$ cat config.mk
export PLATFORM = sky130hd
export DESIGN_NAME = rbse_lane
export DESIGN_NICKNAME = d
export VERILOG_FILES = /design/src/design/rbse_pkg.sv /design/src/design/rbse_lane.sv
export SDC_FILE = /design/constraint.sdc
export NUM_CORES = 2
export LEC_CHECK = 0
export BUFFER_PORTS_ARGS = -buffer_cell sky130_fd_sc_hd__buf_2
export CORE_MARGIN = 3
export CORE_UTILIZATION = 30
export CTS_BUF_LIST = sky130_fd_sc_hd__clkbuf_4
export CTS_CLUSTER_DIAMETER = 30
export DETAILED_ROUTE_END_ITERATION = 10
export PLACE_DENSITY = 0.57
export SETUP_SLACK_MARGIN = 0.3
export SLEW_MARGIN = 10
export SYNTH_ARGS = -nofsm -noshare
export SYNTH_HDL_FRONTEND = slang
export SYNTH_SLANG_ARGS = --single-unit
$ cat constraint.sdc
create_clock -name clk -period 43.2 [get_ports clk]
set_input_delay 6.48 -clock clk [delete_from_list [all_inputs] [get_ports clk]]
set_output_delay 6.48 -clock clk [all_outputs]
set_load 0.01 [all_outputs]
$ cat src/design/rbse_pkg.sv
// Shared widths, reset values, codes and types of the robust base/spread estimator.
// No dependencies; every other design file depends on this package.
`timescale 1ns / 1ps
package rbse_pkg;

  localparam int WARMUP_LEN   = 50;
  localparam int CNT_W        = 6;
  localparam int OBS_W        = 24;
  localparam int WGT_W        = 17;
  localparam int COEF_W       = 20;
  localparam int RATE_W       = 20;
  localparam int HUB_W        = 19;
  localparam int BASE_W       = 21;
  localparam int SPR_W        = 19;
  localparam int CEN_W        = 24;
  localparam int GRAD_W       = 24;
  localparam int ERR_W        = 20;
  localparam int ES_W         = 24;
  localparam int MA_W         = 25;
  localparam int MB_W         = 21;
  localparam int MP_W         = MA_W + MB_W;
  localparam int PB_W         = 38;
  localparam int PS_W         = 42;
  localparam int SB_W         = 40;
  localparam int DIV_W        = 44;
  localparam int TOT_W        = 19;
  localparam int DCNT_W       = $clog2(DIV_W + 1);
  localparam int CFG_IDX_W    = 3;
  localparam int CFG_DATA_W   = 20;
  localparam int UP_W         = RATE_W + 1 + GRAD_W;

  localparam logic signed [BASE_W-1:0] BASE_RESET = BASE_W'(-294912);
  localparam logic signed [BASE_W-1:0] BASE_MIN   = BASE_W'(-589824);
  localparam logic signed [BASE_W-1:0] BASE_MAX   = BASE_W'(131072);
  localparam logic [SPR_W-1:0]         SPR_RESET  = SPR_W'(65536);
  localparam logic [SPR_W-1:0]         SPR_MAX    = SPR_W'(262144);

  typedef enum logic [CFG_IDX_W-1:0] {
    REG_COEF_CALM     = 3'd0,
    REG_COEF_TREND    = 3'd1,
    REG_COEF_CRISIS   = 3'd2,
    REG_RATE_BASE     = 3'd3,
    REG_RATE_SPR_UP   = 3'd4,
    REG_RATE_SPR_DOWN = 3'd5,
    REG_HUBER_SCALE   = 3'd6,
    REG_MIN_SPREAD    = 3'd7
  } cfg_idx_t;

  typedef enum logic [2:0] {
    LOP_IDLE,
    LOP_CEN,
    LOP_ES,
    LOP_WB,
    LOP_WS
  } lane_op_t;

  typedef enum logic [3:0] {
    S_IDLE,
    S_CEN,
    S_ES,
    S_WB,
    S_WS,
    S_DGO,
    S_DIV,
    S_GRAD,
    S_UPB,
    S_UPS,
    S_REC,
    S_OUT
  } state_t;

  typedef struct packed {
    logic signed [CEN_W-1:0] center;
    logic signed [PB_W-1:0]  wt_err;
    logic signed [PS_W-1:0]  wt_err_coef;
  } lane_res_t;

endpackage

$ cat src/design/rbse_lane.sv
// One regime lane: center, clipped error and weighted products through one multiplier.
// Depends on rbse_pkg.
`timescale 1ns / 1ps
module rbse_lane (
  input  logic                                clk,
  input  rbse_pkg::lane_op_t                  op,
  input  logic signed [rbse_pkg::COEF_W-1:0]  coef,
  input  logic signed [rbse_pkg::BASE_W-1:0]  base,
  input  logic [rbse_pkg::SPR_W-1:0]          spread,
  input  logic signed [rbse_pkg::OBS_W-1:0]   obs,
  input  logic [rbse_pkg::WGT_W-1:0]          wgt,
  input  logic [rbse_pkg::HUB_W-1:0]          huber,
  output rbse_pkg::lane_res_t                 res
);
  import rbse_pkg::*;

  logic signed [CEN_W-1:0] center;
  logic signed [ERR_W-1:0] errc;
  logic signed [ES_W-1:0]  es;
  logic signed [PB_W-1:0]  pb;
  logic signed [PS_W-1:0]  ps;

  logic signed [MA_W-1:0]  err_full;
  logic signed [MA_W-1:0]  hub_s;
  logic signed [ERR_W-1:0] errc_comb;
  logic signed [MA_W-1:0]  ma;
  logic signed [MB_W-1:0]  mb;
  logic signed [MP_W-1:0]  prod;

  always_comb begin
    err_full = {obs[OBS_W-1], obs} - {center[CEN_W-1], center};
    hub_s    = {{(MA_W-HUB_W){1'b0}}, huber};
    if (err_full > hub_s) begin
      errc_comb = hub_s[ERR_W-1:0];
    end else if (err_full < -hub_s) begin
      errc_comb = ERR_W'(-hub_s);
    end else begin
      errc_comb = err_full[ERR_W-1:0];
    end
    case (op)
      LOP_CEN: begin
        ma = {{(MA_W-COEF_W){coef[COEF_W-1]}}, coef};
        mb = {{(MB_W-SPR_W){1'b0}}, spread};
      end
      LOP_ES: begin
        ma = {{(MA_W-ERR_W){errc_comb[ERR_W-1]}}, errc_comb};
        mb = {{(MB_W-COEF_W){coef[COEF_W-1]}}, coef};
      end
      LOP_WB: begin
        ma = {{(MA_W-ERR_W){errc[ERR_W-1]}}, errc};
        mb = {{(MB_W-WGT_W){1'b0}}, wgt};
      end
      LOP_WS: begin
        ma = {{(MA_W-ES_W){es[ES_W-1]}}, es};
        mb = {{(MB_W-WGT_W){1'b0}}, wgt};
      end
      default: begin
        ma = '0;
        mb = '0;
      end
    endcase
    prod = ma * mb;
  end

  // The arithmetic shift of the product by 16 is a floor, as the fixed-point scaling needs.
  always_ff @(posedge clk) begin
    case (op)
      LOP_CEN: center <= {{(CEN_W-BASE_W){base[BASE_W-1]}}, base} + prod[39:16];
      LOP_ES: begin
        errc <= errc_comb;
        es   <= prod[39:16];
      end
      LOP_WB:  pb <= prod[PB_W-1:0];
      LOP_WS:  ps <= prod[PS_W-1:0];
      default: ;
    endcase
  end

  assign res.center      = center;
  assign res.wt_err      = pb;
  assign res.wt_err_coef = ps;

endmodule

==> out/results.env <==
ROUTE.ANTENNA.REMAINING_NETS=0
NETLIST_AREA_MM2=0.0279
SYNTH.AVG_CELL_AREA_UM2=9.47
WORST-SLEW-PIN-TRANSITION_NS=1.25
SYNTH.NET_COUNT=3765
POST_ROUTE_CELLS_DRIVE_ABOVE_1_SHARE_PCT=12.6
NUMBER_OF_ENABLE_FLIP_FLOP_CELLS_AFTER_SYNTHESIS=148
HIGHEST_CELL_DELAY_ON_THE_WORST_TIMING_PATH_NS=1.14
OVERALL_TRACK_DEMAND_OVER_CAPACITY_IN_GLOBAL_ROUTING_PCT=19.4
CTS_RESIZED=0
SYNTH.YOSYS.WARNINGS=0
FILLERINSTANCES=9639
SYNTH-SEQ-CELLS=148
RSZ0062_AT_GRT='false'
STATUS='completed'
MAX_SLEW_MARGIN_PCT=15.6
POST_DRT_WL_PER_CELL_UM=21.2
POSTCTSSETUPREPAIRBUFS=0
YS_TOP_CELLS_BY_AREA='fa_1, edfxtp_1, ha_1'
GRT_PASS1_VIAS=23200
CTSLONGESTPATHBUFFERS=2
DETAILROUTE.WIRELENGTH.MET2_UM=43400
HOLD_REMOVAL_PATH_CLASS='reg2reg'
VIASPERCELL=5.07
CRIT_SLOWEST_CELL='a2111oi_0'
SYNTH_SEQUENTIAL_AREA_RATIO_PCT=15.9
CTS.REPORTEDPATHS.CLKPINSLEW_NS=0.16
TOP_LAYER='met5'
WL_MET3_UM=7610
CLK-INSERTION-DELAY-LATE_NS=0.73
GRT-OVFL-TOTAL=0
DETAILROUTE.VIA_COUNT=22300
REMAINING_DRC_ERRORS=0
CORE_AREA_MM2=0.0919
DRTITER0DRC=1903
FINALSETUPVIOLATIONS=0
SYNTH_LARGEST_TYPE_AREA_FRACTION_PCT=35.3
FLOORPLAN.ROWS=111
TOTALWIRELENGTH_UM=93200
CLOCK.FMAX_MHz=46.8
FRACTION_OF_REGISTERS_WITH_ASYNC_SET_RESET_PCT=0
TIMING.CRITICAL_PATH.MODE_CELL='inv_1'
PIN_COUNT_OF_THE_BIGGEST_NET_ENTERING_GLOBAL_ROUTING=44
CP_DATA_REQUIRED_TIME_NS=43.66
TIMING.FINAL.CRIT_PERIOD_NS=21.36
GLOBAL_ROUTE_WIRE_LENGTH_BEFORE_REPAIR_UM=143000
PERIOD_SHARE_PCT=49.4
DESIGN.PORTCOUNT=228
MET1_LENGTH_UM=38600
FP.DIEAREA_MM2=0.0966
POST_SYNTH_NUM_CELL_TYPES=89
CRIT_PATH_MAX_FANOUT=19
SYNTHTOLAYOUTAREAGROWTH_PCT=10.5
TRITONCTS_BUFFER_COUNT=17
HTREE_NUM_LEVELS=4
SYNTH.MOST_COMMON_CELL='inv_1'
FINAL_NET_COUNT=3955
FINALMAXSLEWVIOLATIONS=0
CTS.HOLD.BUFFERS_ADDED=0
DIE_WIDTH_UM=311
DIE_HEIGHT_UM=311
WORST_SETUP_PATH_END_KIND='flop'
CTS_TREE='done'
SYNTH_LARGEST_AREA_CELL='fa_1'
CRITPATHARRIVALTIME_NS=21.82
INITIAL_UTILIZATION_PCT=30.3
DRV.MAX_CAP_VIOLATION_COUNT=0
CRITPATHLAUNCHTYPE='input port'
INITIAL_ANTENNA_VIOLATION_COUNT=10
DOMINANTREGCELLSYNTH='edfxtp_1'
PATH_CLASS='in2reg'
PLACE.DETAILED.HPWL_UM=76200
FINALCLOCKSKEW_NS=0.0471
CTS_ROOT_BUFFER='clkbuf_4'
FIRST_PASS_ITERS=6
NUMCLOCKSINKS=148
TOTALNEGATIVESETUPSLACK_NS=0
PLACE.PORT_BUFFERS=227
SYNTH_COMMONEST_CELLS='inv_1, fa_1, nand2_1, ha_1, o21ai_0'
HOLD_VIOLATIONS=0
GP_CONGESTION=0.933
POSTSYNTHCELLCOUNT=2946
-- per-stage QoR --
| stage | worst slack (ns) | instances | cell area, um2 | hold slack (ns) | utilization, % |
|---|---|---|---|---|---|
| 6_report | 21.84 | 4398 | 30800 | 1.06 | 33.5 |
| 5_1_grt | 21.09 | 4397 | 30800 | 1.15 | 33.5 |
| 4_1_cts | 22.29 | 4392 | 30800 | 1.09 | 33.5 |
| 3_5_place_dp | 21.56 | 4360 | 30500 | 1.04 | 33.2 |
| 3_3_place_gp | 21.63 | 4360 | 30500 | 1.05 | 33.2 |
| 2_1_floorplan | 24.08 | 2946 | 27900 | 0.824 | - |
-- final timing paths --
kind	from	end	slack, ns	cells after the start
setup / recovery	obs[0]	center[23]$_DFFE_PP_	21.84	57
hold / removal	es[0]$_DFFE_PN_	ps[0]$_DFFE_PN_	1.06	4
setup reg to reg	center[0]$_DFFE_PP_	center[23]$_DFFE_PP_	27.26	55
hold reg to reg	es[0]$_DFFE_PN_	ps[0]$_DFFE_PN_	1.06	4
-- logic make-up after synthesis --
family,share of synthesized area [%]
buf+inv,10.2
fa+ha+maj,44.4
mux,1.57
compound gates,14.5
xor+xnor,3.42
simple gates,9.90
flops,15.9
-- registers in the layout, summed over array words and instances, names as in the netlist --
name and count:
ps 42, pb 38, center 24, es 24, errc 20
-- critical path, delay by kind of cell --
kind	cells	cell delay (ns)
compound gates	23	6.94
fa+ha+maj	12	5.06
simple gates	7	1.48
buf+inv	11	0.80
xor+xnor	3	0.76
mux	1	0.24
-- area by class of cell --
cell class	count	area, um2	share of cell area [%]
multi-input cells	2065	20600	66.9
flip-flops and latches	148	4440	14.4
inverters	616	2310	7.50
repair buffers	288	1590	5.17
well taps	1243	1560	5.05
clock inverters	15	158	0.512
clock buffers	17	128	0.414
diodes	6	15.0	0.0487
-- metal layers --
layer / GRT usage [%] / up-vias
met2: 31.4 / 914
met3: 4.06 / 162
li1: - / 9952
met5: 0 / -
met1: 25.5 / 11300
met4: 7.30 / 6
-- cell usage in the layout, fill, tap and decap left out, drive strengths merged, types with 73 or more instances in the layout --
cell type    n
o21ai      202
ha         203
nor2       133
xnor2       73
inv        624
a21oi      172
buf        288
nand2      241
edfxtp     148
fa         492
Power is not shown: default switching activity piles up to over one toggle a cycle in this logic, so the estimate is an artifact.
