File: config.mk
export PLATFORM = sky130hd
export DESIGN_NAME = rbse_div
export DESIGN_NICKNAME = d
export VERILOG_FILES = /design/src/design/rbse_pkg.sv /design/src/design/rbse_div.sv
export SDC_FILE = /design/constraint.sdc
export NUM_CORES = 1
export LEC_CHECK = 0
export BUFFER_PORTS_ARGS = -buffer_cell sky130_fd_sc_hd__buf_2
export CAP_MARGIN = 20
export CORE_AREA = 2 2 145 90
export DETAILED_ROUTE_END_ITERATION = 12
export DIE_AREA = 0 0 147 92
export GPL_ROUTABILITY_DRIVEN = 0
export HOLD_SLACK_MARGIN = 0.02
export PLACE_DENSITY = 0.63
export RECOVER_POWER = 50
export SLEW_MARGIN = 20
export SYNTH_ARGS = -nofsm -noshare
export SYNTH_HDL_FRONTEND = slang
export SYNTH_SLANG_ARGS = --single-unit
File: constraint.sdc
create_clock -name clk -period 6.05 [get_ports clk]
set_input_delay 0.9075 -clock clk [delete_from_list [all_inputs] [get_ports clk]]
set_output_delay 0.9075 -clock clk [all_outputs]
set_load 0.03 [all_outputs]
File: src/design/rbse_pkg.sv
// Shared widths, reset values, codes and types of the robust base/spread estimator.
// No dependencies; every other design file depends on this package.
`timescale 1ns / 1ps
package rbse_pkg;

  localparam int WARMUP_LEN   = 50;
  localparam int CNT_W        = 6;
  localparam int OBS_W        = 24;
  localparam int WGT_W        = 17;
  localparam int COEF_W       = 20;
  localparam int RATE_W       = 20;
  localparam int HUB_W        = 19;
  localparam int BASE_W       = 21;
  localparam int SPR_W        = 19;
  localparam int CEN_W        = 24;
  localparam int GRAD_W       = 24;
  localparam int ERR_W        = 20;
  localparam int ES_W         = 24;
  localparam int MA_W         = 25;
  localparam int MB_W         = 21;
  localparam int MP_W         = MA_W + MB_W;
  localparam int PB_W         = 38;
  localparam int PS_W         = 42;
  localparam int SB_W         = 40;
  localparam int DIV_W        = 44;
  localparam int TOT_W        = 19;
  localparam int DCNT_W       = $clog2(DIV_W + 1);
  localparam int CFG_IDX_W    = 3;
  localparam int CFG_DATA_W   = 20;
  localparam int UP_W         = RATE_W + 1 + GRAD_W;

  localparam logic signed [BASE_W-1:0] BASE_RESET = BASE_W'(-294912);
  localparam logic signed [BASE_W-1:0] BASE_MIN   = BASE_W'(-589824);
  localparam logic signed [BASE_W-1:0] BASE_MAX   = BASE_W'(131072);
  localparam logic [SPR_W-1:0]         SPR_RESET  = SPR_W'(65536);
  localparam logic [SPR_W-1:0]         SPR_MAX    = SPR_W'(262144);

  typedef enum logic [CFG_IDX_W-1:0] {
    REG_COEF_CALM     = 3'd0,
    REG_COEF_TREND    = 3'd1,
    REG_COEF_CRISIS   = 3'd2,
    REG_RATE_BASE     = 3'd3,
    REG_RATE_SPR_UP   = 3'd4,
    REG_RATE_SPR_DOWN = 3'd5,
    REG_HUBER_SCALE   = 3'd6,
    REG_MIN_SPREAD    = 3'd7
  } cfg_idx_t;

  typedef enum logic [2:0] {
    LOP_IDLE,
    LOP_CEN,
    LOP_ES,
    LOP_WB,
    LOP_WS
  } lane_op_t;

  typedef enum logic [3:0] {
    S_IDLE,
    S_CEN,
    S_ES,
    S_WB,
    S_WS,
    S_DGO,
    S_DIV,
    S_GRAD,
    S_UPB,
    S_UPS,
    S_REC,
    S_OUT
  } state_t;

  typedef struct packed {
    logic signed [CEN_W-1:0] center;
    logic signed [PB_W-1:0]  wt_err;
    logic signed [PS_W-1:0]  wt_err_coef;
  } lane_res_t;

endpackage

File: src/design/rbse_div.sv
// Restoring divider, one quotient bit per cycle, for the gradient normalization.
// Depends on rbse_pkg.
`timescale 1ns / 1ps
module rbse_div (
  input  logic                          clk,
  input  logic                          rst,
  input  logic                          start,
  input  logic [rbse_pkg::DIV_W-1:0]    dividend,
  input  logic [rbse_pkg::TOT_W-1:0]    divisor,
  output logic [rbse_pkg::DIV_W-1:0]    quotient,
  output logic                          busy
);
  import rbse_pkg::*;

  logic [TOT_W-1:0]  rem;
  logic [DIV_W-1:0]  quo;
  logic [DCNT_W-1:0] cnt;
  logic [TOT_W:0]    trial;
  logic              fits;

  always_comb begin
    trial = {rem, quo[DIV_W-1]};
    fits  = trial >= {1'b0, divisor};
  end

  always_ff @(posedge clk) begin
    if (rst) begin
      busy <= 1'b0;
      cnt  <= '0;
    end else if (start) begin
      busy <= 1'b1;
      cnt  <= DCNT_W'(DIV_W);
      quo  <= dividend;
      rem  <= '0;
    end else if (busy) begin
      rem  <= fits ? TOT_W'(trial - {1'b0, divisor}) : trial[TOT_W-1:0];
      quo  <= {quo[DIV_W-2:0], fits};
      cnt  <= cnt - 1'b1;
      if (cnt == DCNT_W'(1)) begin
        busy <= 1'b0;
      end
    end
  end

  assign quotient = quo;

  a_start_idle: assert property (@(posedge clk) disable iff (rst)
    start |-> !busy)
    else $error("divider started while busy");

endmodule

==> impl_results.md, run 1 <==
- Critical setup path kind: input pin to flop
- Mapped Area: 4180 um2
- Final clock skew: 0.00904 ns
- Worst-margin pin slew: 3.77 ns
- Sequential Power Share: about two fifths
- Number of iterations in the first detailed-routing pass: 4
- ANT cells: 0
- Num rows: 32
- Clk slew on worst S/H paths: 0.06 ns
- Worst Hold Slack: 0.501 ns
- Post-CTS setup buffers: 0
- Post-DP HPWL: 6.67 mm
- Longest Clk Path Bufs: 2
- Buffers on Ports: between 100 and 150
- Critical path peak fanout: 71
- Failing checks: max-capacitance violations, max-slew violations
- MaxCap Viol Count: 2
- Antenna-violating nets left: 0
- CTS tree: yes
- Sink Count: 70
- Peak VDD IR: 0.125 mV
- Synthesized net count: approximately 440
- FMAX: 240 MHz
- Main area contributors after synthesis: edfxtp_1, mux2_2, ha_1
- Die footprint: 13500 um2
- Largest net degree at the start of global routing: 72
- Synth cell count leaders: edfxtp_1, mux2_2, nor2_1
- Vias in the first global route: 2920
- Placed Cells: ~620
- Crit end category: flop
- Overflow after GRT: 0
- Layout cells sized above 1: 30.1%
- Switching Fraction: roughly 30%
- Seq/Total Area, Yosys: 48.6%
- Setup-failing EPs final: 0
- Area Overhead vs Synth: 21.5%
- DR vias: 3034
- Yosys top cell area share: 45.2%
- WP data arrival: 4.23 ns
- Initial antenna violation count: 0
- Die H: 92 um
- Slew margin rel.: -151%
- Synth Area per Inst: 11.8 um2
- Gate Count Post-Synth: 355
- Pleak: 0.00203 uW
- Async set or reset register ratio after synthesis: 0%
- Switching pwr: ~450 uW
- Final WL: 9.26 mm
- Logic pwr share: 24.1%
- Hold Crit Class: flop to flop
- Clk_lat worst skew: 0.33 ns
- GRT Total Usage: 14.0%
- Core area: 12400 um2
- Root buf cell: clkbuf_16
- H-tree lvl count: 3
- Global-route wire length before repair: 15.0 mm
- Die Wd: 147 um
- Initial DRC count: 202
- FF+latch count, synth: 70
- Drc violations: 0
- YS warnings: 0
- Count of different cell masters after synthesis: between 50 and 60
- Critical Path RT: 6.12 ns
- Initial Util: 33.7%
- Post-synth EDFFs: 63
- Largest area contributor in the netlist: edfxtp_1
- Post-CTS Resized: 0
- Most frequent cell after synthesis: edfxtp_1
- Final Max Tran Viols: around 110
- Nets: 551
- # hold bufs at CTS: 0
- Drt wl/cell: 14.5 um
- Power per cell area: 295 nW/um2
- Endpoints failing hold: 0
- Vias per inst: approximately 4.8
- Min Tclk post-route: around 4.2 ns
- Crit share post-route: 68.7%
- Setup TNS: 0 ns
- Status: complete, but fails checks
- Unrepaired setup endpoints after global routing: no
- Worst setup SP type: input pin
- CTS Buf Count: 9
- Top FF cell, synth: edfxtp_1
- Internal power: roughly 1100 uW
- Final cell count without fillers: around 640
- Io pins: 111
- Clk network pwr share: 35.6%
## cell families (layout without fill, tap and decap cells)
group / Yosys count / in the layout / synth area share [%]
AOI/OAI and AO/OA: 59 / 59 / 10.5
xor gates and xnor gates: 20 / 20 / 4.19
adders and majority gates: 22 / 22 / 6.76
buffers and inverters: 43 / 156 / 5.48
DFF: 70 / 70 / 48.6
muxes: 56 / 56 / 14.7
and+or+nand+nor: 85 / 85 / 9.78
## sequential cells by signal (all words and copies together), names as in the netlist
| name | flops |
|---|---|
| quotient | 44 |
| rem | 19 |
| cnt | 6 |
| busy | 1 |
## final cells by class
type / count / area [um2]
Inverter: 27 / 101
Fill cell: 1264 / 7330
Tap cell: 170 / 213
Clock inverter: 6 / 71.3
Clock buffer: 10 / 229
Timing Repair Buffer: 113 / 510
Multi-Input combinational cell: 242 / 1920
Sequential cell: 70 / 2030
## stage by stage
stage	util, %	power, uW	setup WS [ns]	area [um2]
floorplan	-	895	1.48	4180
finish	40.9	1500	1.89	5080
CTS	41.5	1520	2.02	5150
detailed placement	39.1	977	1.68	4850
global placement	39.1	969	1.79	4850
global route	40.9	1570	1.55	5080
## final timing paths
kind,start,to,slack [ns],cells past startpoint
max,start,quotient[39],1.89,3
min,cnt[5],busy,0.50,1
max reg2reg,busy,rem[1],2.44,3
min reg2reg,cnt[5],busy,0.50,1
## critical path, cell delays in order
cell      delay, ns
clkbuf_1       0.10
clkbuf_1       2.64
mux2_2         0.52
## routing by layer
layer	GRT usage [%]	vias to the layer above	wire length [um]
li1	-	1520	-
met1	21.5	1403	4830
met2	17.9	106	3560
met3	5.27	5	801
met4	3.85	0	68
met5	0	-	0
## cell usage in the layout, fill, tap and decap left out, types with 2 or more instances in the layout
cell type   count
nand2_1        15
nor2_2          4
edfxtp_1       63
mux2_2         44
clkinvlp_4      2
o31ai_1         3
nor2_1         32
xor2_1          6
nand4_1         6
buf_4           2
inv_1          27
nor3_1          7
xnor2_1        14
nor2b_1         2
dfxtp_1         7
buf_2          63
a21o_1          5
a21oi_1        17
and3_1          2
a211oi_2        7
mux2i_1        12
o21ai_0         8
clkbuf_16       9
nand3_1         5
nand2b_1        3
clkbuf_1       49
ha_1           21
o21bai_1        5
clkinv_4        2
## power groups by stage
stage          clock [uW]  combinational, uW  sequential, uW
2_1_floorplan           0                248             647
3_3_place_gp            0                358             611
3_5_place_dp            0                366             611
4_1_cts               552                367             602
5_1_grt               566                399             609
6_report              533                362             604
Note: power is estimated with default switching activity, not from simulation.
==> run 2: changes to the inputs <==
--- a/config.mk
+++ b/config.mk
@@ -12,7 +12,7 @@
 export DIE_AREA = 0 0 147 92
 export GPL_ROUTABILITY_DRIVEN = 0
 export HOLD_SLACK_MARGIN = 0.02
-export PLACE_DENSITY = 0.63
+export PLACE_DENSITY = 0.65
 export RECOVER_POWER = 50
 export SLEW_MARGIN = 20
 export SYNTH_ARGS = -nofsm -noshare
==> constraint.sdc (replaced) <==
create_clock -name clk -period 3.5 [get_ports clk]
set_input_delay 0.525 -clock clk [delete_from_list [all_inputs] [get_ports clk]]
set_output_delay 0.525 -clock clk [all_outputs]
set_load 0.03 [all_outputs]
==> run 2 against run 1 <==
- the run now ends clean
- setup slack got worse by 1.6 ns
- combinational power increased by 75%
- cell area increased by 1.2%
- utilization increased by 0.47 points
- critical path depth increased by 9
- clock-buffer cell count unchanged
- sequential share of layout area decreased by 0.46 points
- hold slack got worse by 0.018 ns
- clock power increased by 86%
- critical path type is now flop to flop
==> impl_results.md, run 2 (same netlist as run 1, synthesis figures left out) <==
- Drt wl/cell: 14.4 um (-1.0%)
- Initial Util: 33.7% (unchanged)
- Global-route wire length before repair: 15.3 mm (+1.9%)
- Slowest CP cell: edfxtp_1
- Final clock skew: 0.00923 ns (+0.000194 ns)
- Endpoints failing hold: 0 (unchanged)
- Worst hold stages: 2 (+1)
- Crit end category: flop
- H-tree lvl count: 3 (unchanged)
- Critical setup path kind: flop to flop
- FMAX: 313 MHz
- Vias per inst: 4.80 (+0.94%)
- Number of iterations in the first detailed-routing pass: 5 (+1)
- Drc violations: 0 (unchanged)
- Area occupied by multi-input gates: 1930 um2 (+0.33%)
- Longest Clk Path Bufs: 2 (unchanged)
- Reg-to-Reg End: rem[12]
- Crit share post-route: 91.3%
- Unrepaired setup endpoints after global routing: no
- Largest net degree at the start of global routing: 36 (-50%)
- Area occupied by registers: 2030 um2 (unchanged)
- DR vias: 3077 (+1.4%)
- Layout cells sized above 1: 30.4% (+0.23 points)
- Commonest cells after routing, fill and taps aside: buf_2, edfxtp_1, clkbuf_1
- Power per cell area: 518 nW/um2 (+76%)
- RR Startpoint: quotient[43]
- Slew margin rel.: 7.33% (+160 points)
- Max reg flops: 44 (unchanged)
- Hold Crit Class: input pin to flop
- Area Overhead vs Synth: 22.9%
- Worst R2R Setup Slack: 0.30 ns (-2.14 ns)
- Critical Path RT: 3.53 ns (-2.59 ns)
- Nets: 554 (+0.54%)
- ANT cells: 0 (unchanged)
- Root buf cell: clkbuf_16
- Initial antenna violation count: 0 (unchanged)
- WP data arrival: 3.23 ns (-1.00 ns)
- CTS Buf Count: 9 (unchanged)
- Crit path largest cell delay: 0.40 ns (-2.24 ns)
- Vias in the first global route: 3034 (+3.9%)
- Critical path peak fanout: 9 (-87%)
- Reg2reg path depth: 12 (+9)
- Buffers on Ports: 110 (unchanged)
- Pleak: 0.00206 uW (+1.7%)
- Final Max Tran Viols: 0 (-100%)
- # hold bufs at CTS: 0 (unchanged)
- Io pins: 111 (unchanged)
- Cell breakdown of the critical path: inv_1 -> ha_1 -> fa_1 -> nand2b_1 -> a21oi_2 -> a211oi_2 -> a221o_1 -> o221ai_2 -> a41o_1 -> buf_4 -> mux2i_1 -> nor2_1
- Commonest non-fill, non-tap cell in the layout: buf_2
- Die Wd: 147 um (unchanged)
- Worst setup SP type: flop
- Post-CTS setup buffers: 0 (unchanged)
- Sink Count: 70 (unchanged)
- Initial DRC count: 212 (+5.0%)
- Overflow after GRT: 0 (unchanged)
- Die footprint: 13500 um2 (unchanged)
- Setup-failing EPs final: 0 (unchanged)
- Post-DP HPWL: 6.82 mm (+2.3%)
- Status: finished, final reports clean
- Min Tclk post-route: 3.20 ns
- Num rows: 32 (unchanged)
- Setup TNS: 0 ns (unchanged)
- Core area: 12400 um2 (unchanged)
- Clk slew on worst S/H paths: 0.06 ns (about the same)
- CTS tree: yes
- Clk_lat worst skew: 0.34 ns (about the same)
- Post-CTS Resized: 0 (unchanged)
- Peak VDD IR: 0.223 mV (+79%)
- Hold_sp: rst
- Fill cell count: 1242 (-1.7%)
- GRT Total Usage: 14.3% (+0.27 points)
- Hold endpoint: cnt[5]
- Die H: 92 um (unchanged)
- Worst Hold Slack: 0.482 ns (-0.0181 ns)
- Worst-margin pin slew: 1.39 ns (-2.38 ns)
- MaxCap Viol Count: 0 (-2)
- Antenna-violating nets left: 0 (unchanged)
- Final WL: 9.21 mm (-0.57%)
run 2: report_power, final:
| group | switching (uW) | internal (uW) |
|---|---|---|
| logic | 372 | 260 |
| clock network | 360 | 629 |
| registers | 38.8 | 1000 |
| total | 771 | 1890 |
run 2: how the worst max path moves through the flow:
stage / slack, ns / cells after the start / to / startpoint
final: 0.30 / 12 / rem[12] / quotient[43]
after CTS: 0.37 / 12 / rem[12] / quotient[43]
after global placement: 0.27 / 12 / rem[12] / divisor[0]
after global routing: 0.11 / 12 / rem[12] / quotient[43]
after floorplan: 0.37 / 4 / quotient[0] / start
after detailed placement: 0.20 / 12 / rem[12] / divisor[0]
run 2: final cells by class:
| class | instances | share of cell area, % |
|---|---|---|
| Sequential cell | 70 | 39.6 |
| Timing Repair Buffer | 116 | 10.5 |
| Clock buffer | 10 | 4.46 |
| Clock inverter | 6 | 1.83 |
| Tap cell | 170 | 4.14 |
| Inverter | 27 | 1.97 |
| Multi-Input combinational cell | 242 | 37.5 |
run 2: per-stage QoR:
stage	setup slack [ns]	instance area, um2	power, uW	utilization [%]	cells
after floorplan	0.370	4180	1550	-	355
after global placement	0.267	4880	1680	39.3	625
after detailed placement	0.199	4880	1700	39.3	625
after CTS	0.368	5200	2710	41.9	641
after global routing	0.112	5140	2810	41.4	641
final	0.304	5140	2660	41.4	641
run 2: critical path, delay by kind of cell (launching register included):
family | cells | cell delay (ns)
mux | 1 | 0.24
fa+ha+maj | 2 | 0.61
buf+inv | 2 | 0.28
simple gates | 2 | 0.26
compound gates | 5 | 1.11
flops | 1 | 0.40
run 2: layer usage:
metal | vias up | GRT usage [%] | routed length [um] | part of all wire, %
li1 | 1525 | - | - | -
met4 | 0 | 2.48 | 55 | 0.60
met5 | - | 0 | 0 | 0
met2 | 102 | 19.7 | 3690 | 40
met3 | 6 | 6.72 | 709 | 7.7
met1 | 1444 | 20.5 | 4750 | 52
==> run 3: changes to the inputs <==
--- a/config.mk
+++ b/config.mk
@@ -12,9 +12,8 @@
 export DIE_AREA = 0 0 147 92
 export GPL_ROUTABILITY_DRIVEN = 0
 export HOLD_SLACK_MARGIN = 0.02
-export PLACE_DENSITY = 0.65
+export PLACE_DENSITY = 0.63
 export RECOVER_POWER = 50
-export SLEW_MARGIN = 20
 export SYNTH_ARGS = -nofsm -noshare
 export SYNTH_HDL_FRONTEND = slang
 export SYNTH_SLANG_ARGS = --single-unit
==> constraint.sdc (replaced) <==
create_clock -name clk -period 3.77 [get_ports clk]
set_input_delay 0.5655 -clock clk [delete_from_list [all_inputs] [get_ports clk]]
set_output_delay 0.5655 -clock clk [all_outputs]
set_load 0.03 [all_outputs]
==> run 3 against run 2 <==
- routed wire length rose by 3.4%
- combinational power fell by 7.4%
- cell area fell by 0.54%
- sequential cell count did not move
- critical endpoint is now rem[1]
- register-to-register slack improved by 0.25 ns
- total power fell by 9.2%
- hold slack improved by 0.0046 ns
==> impl_results.md, run 3 (same netlist as run 1, synthesis figures left out) <==
- Status: finished, final reports clean
- WP data arrival: 3.38 ns (+0.15 ns)
- Area Overhead vs Synth: 22.2%
- Num rows: 32 (unchanged)
- Cell breakdown of the critical path: inv_1 -> ha_1 -> fa_1 -> nand2b_1 -> a21oi_2 -> a211oi_2 -> a221o_1 -> o221ai_2 -> a41o_1 -> buf_4 -> buf_4 -> nor2_2 -> a211oi_2
- Pleak: 0.00206 uW (-0.40%)
- Final Max Tran Viols: 0 (unchanged)
- Worst hold stages: 2 (unchanged)
- Core area: 12400 um2 (unchanged)
- CTS tree: yes
- Hold endpoint: cnt[5]
- Commonest non-fill, non-tap cell in the layout: buf_2
- Final Core Density: 41.2% (-0.22 points)
- Vias in the first global route: 3071 (+1.2%)
- Switching Fraction: 32.1% (+3.2 points)
- Clk network pwr share: 35.7% (-1.5 points)
- Die H: 92 um (unchanged)
- Min Tclk post-route: 3.22 ns (+0.0238 ns)
- Global-route wire length before repair: 15.5 mm (+1.7%)
- Vias per inst: 4.82 (+0.32%)
- Crit path from: quotient[43]
- Internal power: 1640 uW (-13%)
- Die footprint: 13500 um2 (unchanged)
- Initial DRC count: 198 (-6.6%)
- Drc violations: 0 (unchanged)
- Crit share post-route: 85.4% (-5.9 points)
- Largest net degree at the start of global routing: 48 (+33%)
- Endpoints failing hold: 0 (unchanged)
- Setup-failing EPs final: 0 (unchanged)
- Sink Count: 70 (unchanged)
- Die Wd: 147 um (unchanged)
- Unrepaired setup endpoints after global routing: no
- Switching pwr: 776 uW (+0.67%)
- Sequential Power Share: 40.0% (+0.9 points)
- Antenna-violating nets left: 0 (unchanged)
- Placed Cells: 624 (-0.16%)
- Hold_sp: rst
- Power per cell area: 473 nW/um2 (-8.7%)
- Initial Util: 33.7% (unchanged)
- Logic pwr share: 24.3% (+0.5 points)
- Clk_lat worst skew: 0.34 ns (about the same)
- Peak VDD IR: 0.227 mV (+1.8%)
- Reg2reg path depth: 13 (+1)
- Post-CTS Resized: 0 (unchanged)
- Initial antenna violation count: 0 (unchanged)
- Max reg flops: 44 (unchanged)
- DR vias: 3082 (+0.16%)
- # hold bufs at CTS: 0 (unchanged)
- Drt wl/cell: 14.9 um (+3.6%)
- Commonest cells after routing, fill and taps aside: buf_2, edfxtp_1, clkbuf_1
- Longest Clk Path Bufs: 2 (unchanged)
- Total power: 2420 uW (-9.2%)
- CTS Buf Count: 9 (unchanged)
- Clk slew on worst S/H paths: 0.07 ns (about the same)
- ANT cells: 0 (unchanged)
- FMAX: 311 MHz (-0.74%)
- Hold Crit Class: input pin to flop
- RR Startpoint: quotient[43]
- Setup TNS: 0 ns (unchanged)
- Io pins: 111 (unchanged)
- Buffers & Inverters on Critical Path: 3 (+1)
- Post-DP HPWL: 6.86 mm (+0.48%)
- Critical Path RT: 3.93 ns (+0.40 ns)
- Critical setup path kind: flop to flop
- MaxCap Viol Count: 0 (unchanged)
- H-tree lvl count: 3 (unchanged)
- Layout cells sized above 1: 30.9% (+0.49 points)
- Final cell count without fillers: 640 (-0.16%)
- Buffers on Ports: 110 (unchanged)
- Critical path peak fanout: 16 (+7)
- Final Cell Area: 5110 um2 (-0.54%)
- Overflow after GRT: 0 (unchanged)
- Crit end category: flop
- Largest delay share family, worst path: compound AO/OA/AOI/OAI gates
- Crit path largest cell delay: 0.41 ns (about the same)
- Final clock skew: 0.0120 ns (+0.00276 ns)
- Post-CTS setup buffers: 0 (unchanged)
- Worst setup SP type: flop
- GRT Total Usage: 14.6% (+0.28 points)
- Number of iterations in the first detailed-routing pass: 4 (-1)
- Worst R2R Setup Slack: 0.55 ns (+0.25 ns)
- Slowest CP cell: fa_1
- Slew margin rel.: 10.2% (+2.9 points)
- Nets: 553 (-0.18%)
- Reg-to-Reg End: rem[1]
- Final WL: 9.52 mm (+3.4%)
- Instance area after placement: 4870 um2 (-0.15%)
- Root buf cell: clkbuf_16
- Worst-margin pin slew: 1.35 ns (-0.0438 ns)
-- run 3: changes by cell type in the layout (fill, tap and decap cells not counted) --
cell       delta
clkinv_8      +1
clkbuf_1      -3
inv_6         +1
nor2_4        -1
bufinv_16     -2
buf_4         +1
inv_8         +3
nor2_2        +1
clkinv_4      -2
-- run 3: metrics by stage --
step | setup WS [ns] | hold WS [ns]
6_report | 0.550 | 0.487
5_1_grt | 0.316 | 0.508
4_1_cts | 0.543 | 0.502
3_5_place_dp | 0.340 | 0.487
3_3_place_gp | 0.446 | 0.486
2_1_floorplan | 0.599 | 0.468
-- run 3: how the worst max path moves through the flow --
stage	cells after the start	to
after floorplan	4	quotient[0]
final	13	rem[1]
after global placement	13	rem[1]
after detailed placement	13	rem[1]
after CTS	13	rem[1]
after global routing	13	rem[0]
-- run 3: metal layers --
| layer | wire [um] | global-route usage (%) | part of all wire (%) |
|---|---|---|---|
| met1 | 4870 | 20.9 | 51 |
| met2 | 3830 | 20.7 | 40 |
| met3 | 750 | 5.57 | 7.9 |
| met4 | 63 | 3.45 | 0.66 |
| met5 | 0 | 0 | 0 |
-- run 3: area by class of cell --
| class | count | area, um2 |
|---|---|---|
| Timing Repair Buffer | 115 | 541 |
| Clock inverter | 7 | 75.1 |
| Multi-Input combinational cell | 242 | 1920 |
| Tap cell | 170 | 213 |
| Fill cell | 1282 | 7300 |
| Inverter | 27 | 101 |
| Clock buffer | 9 | 225 |
| Sequential cell | 70 | 2030 |
-- run 3: power groups by stage --
stage                     sequential [uW]  combinational, uW  clock [uW]
after global routing                  975                650         914
after global placement                979                583           0
after floorplan                      1040                398           0
final                                 967                586         863
after detailed placement              981                595           0
after CTS                             966                597         884
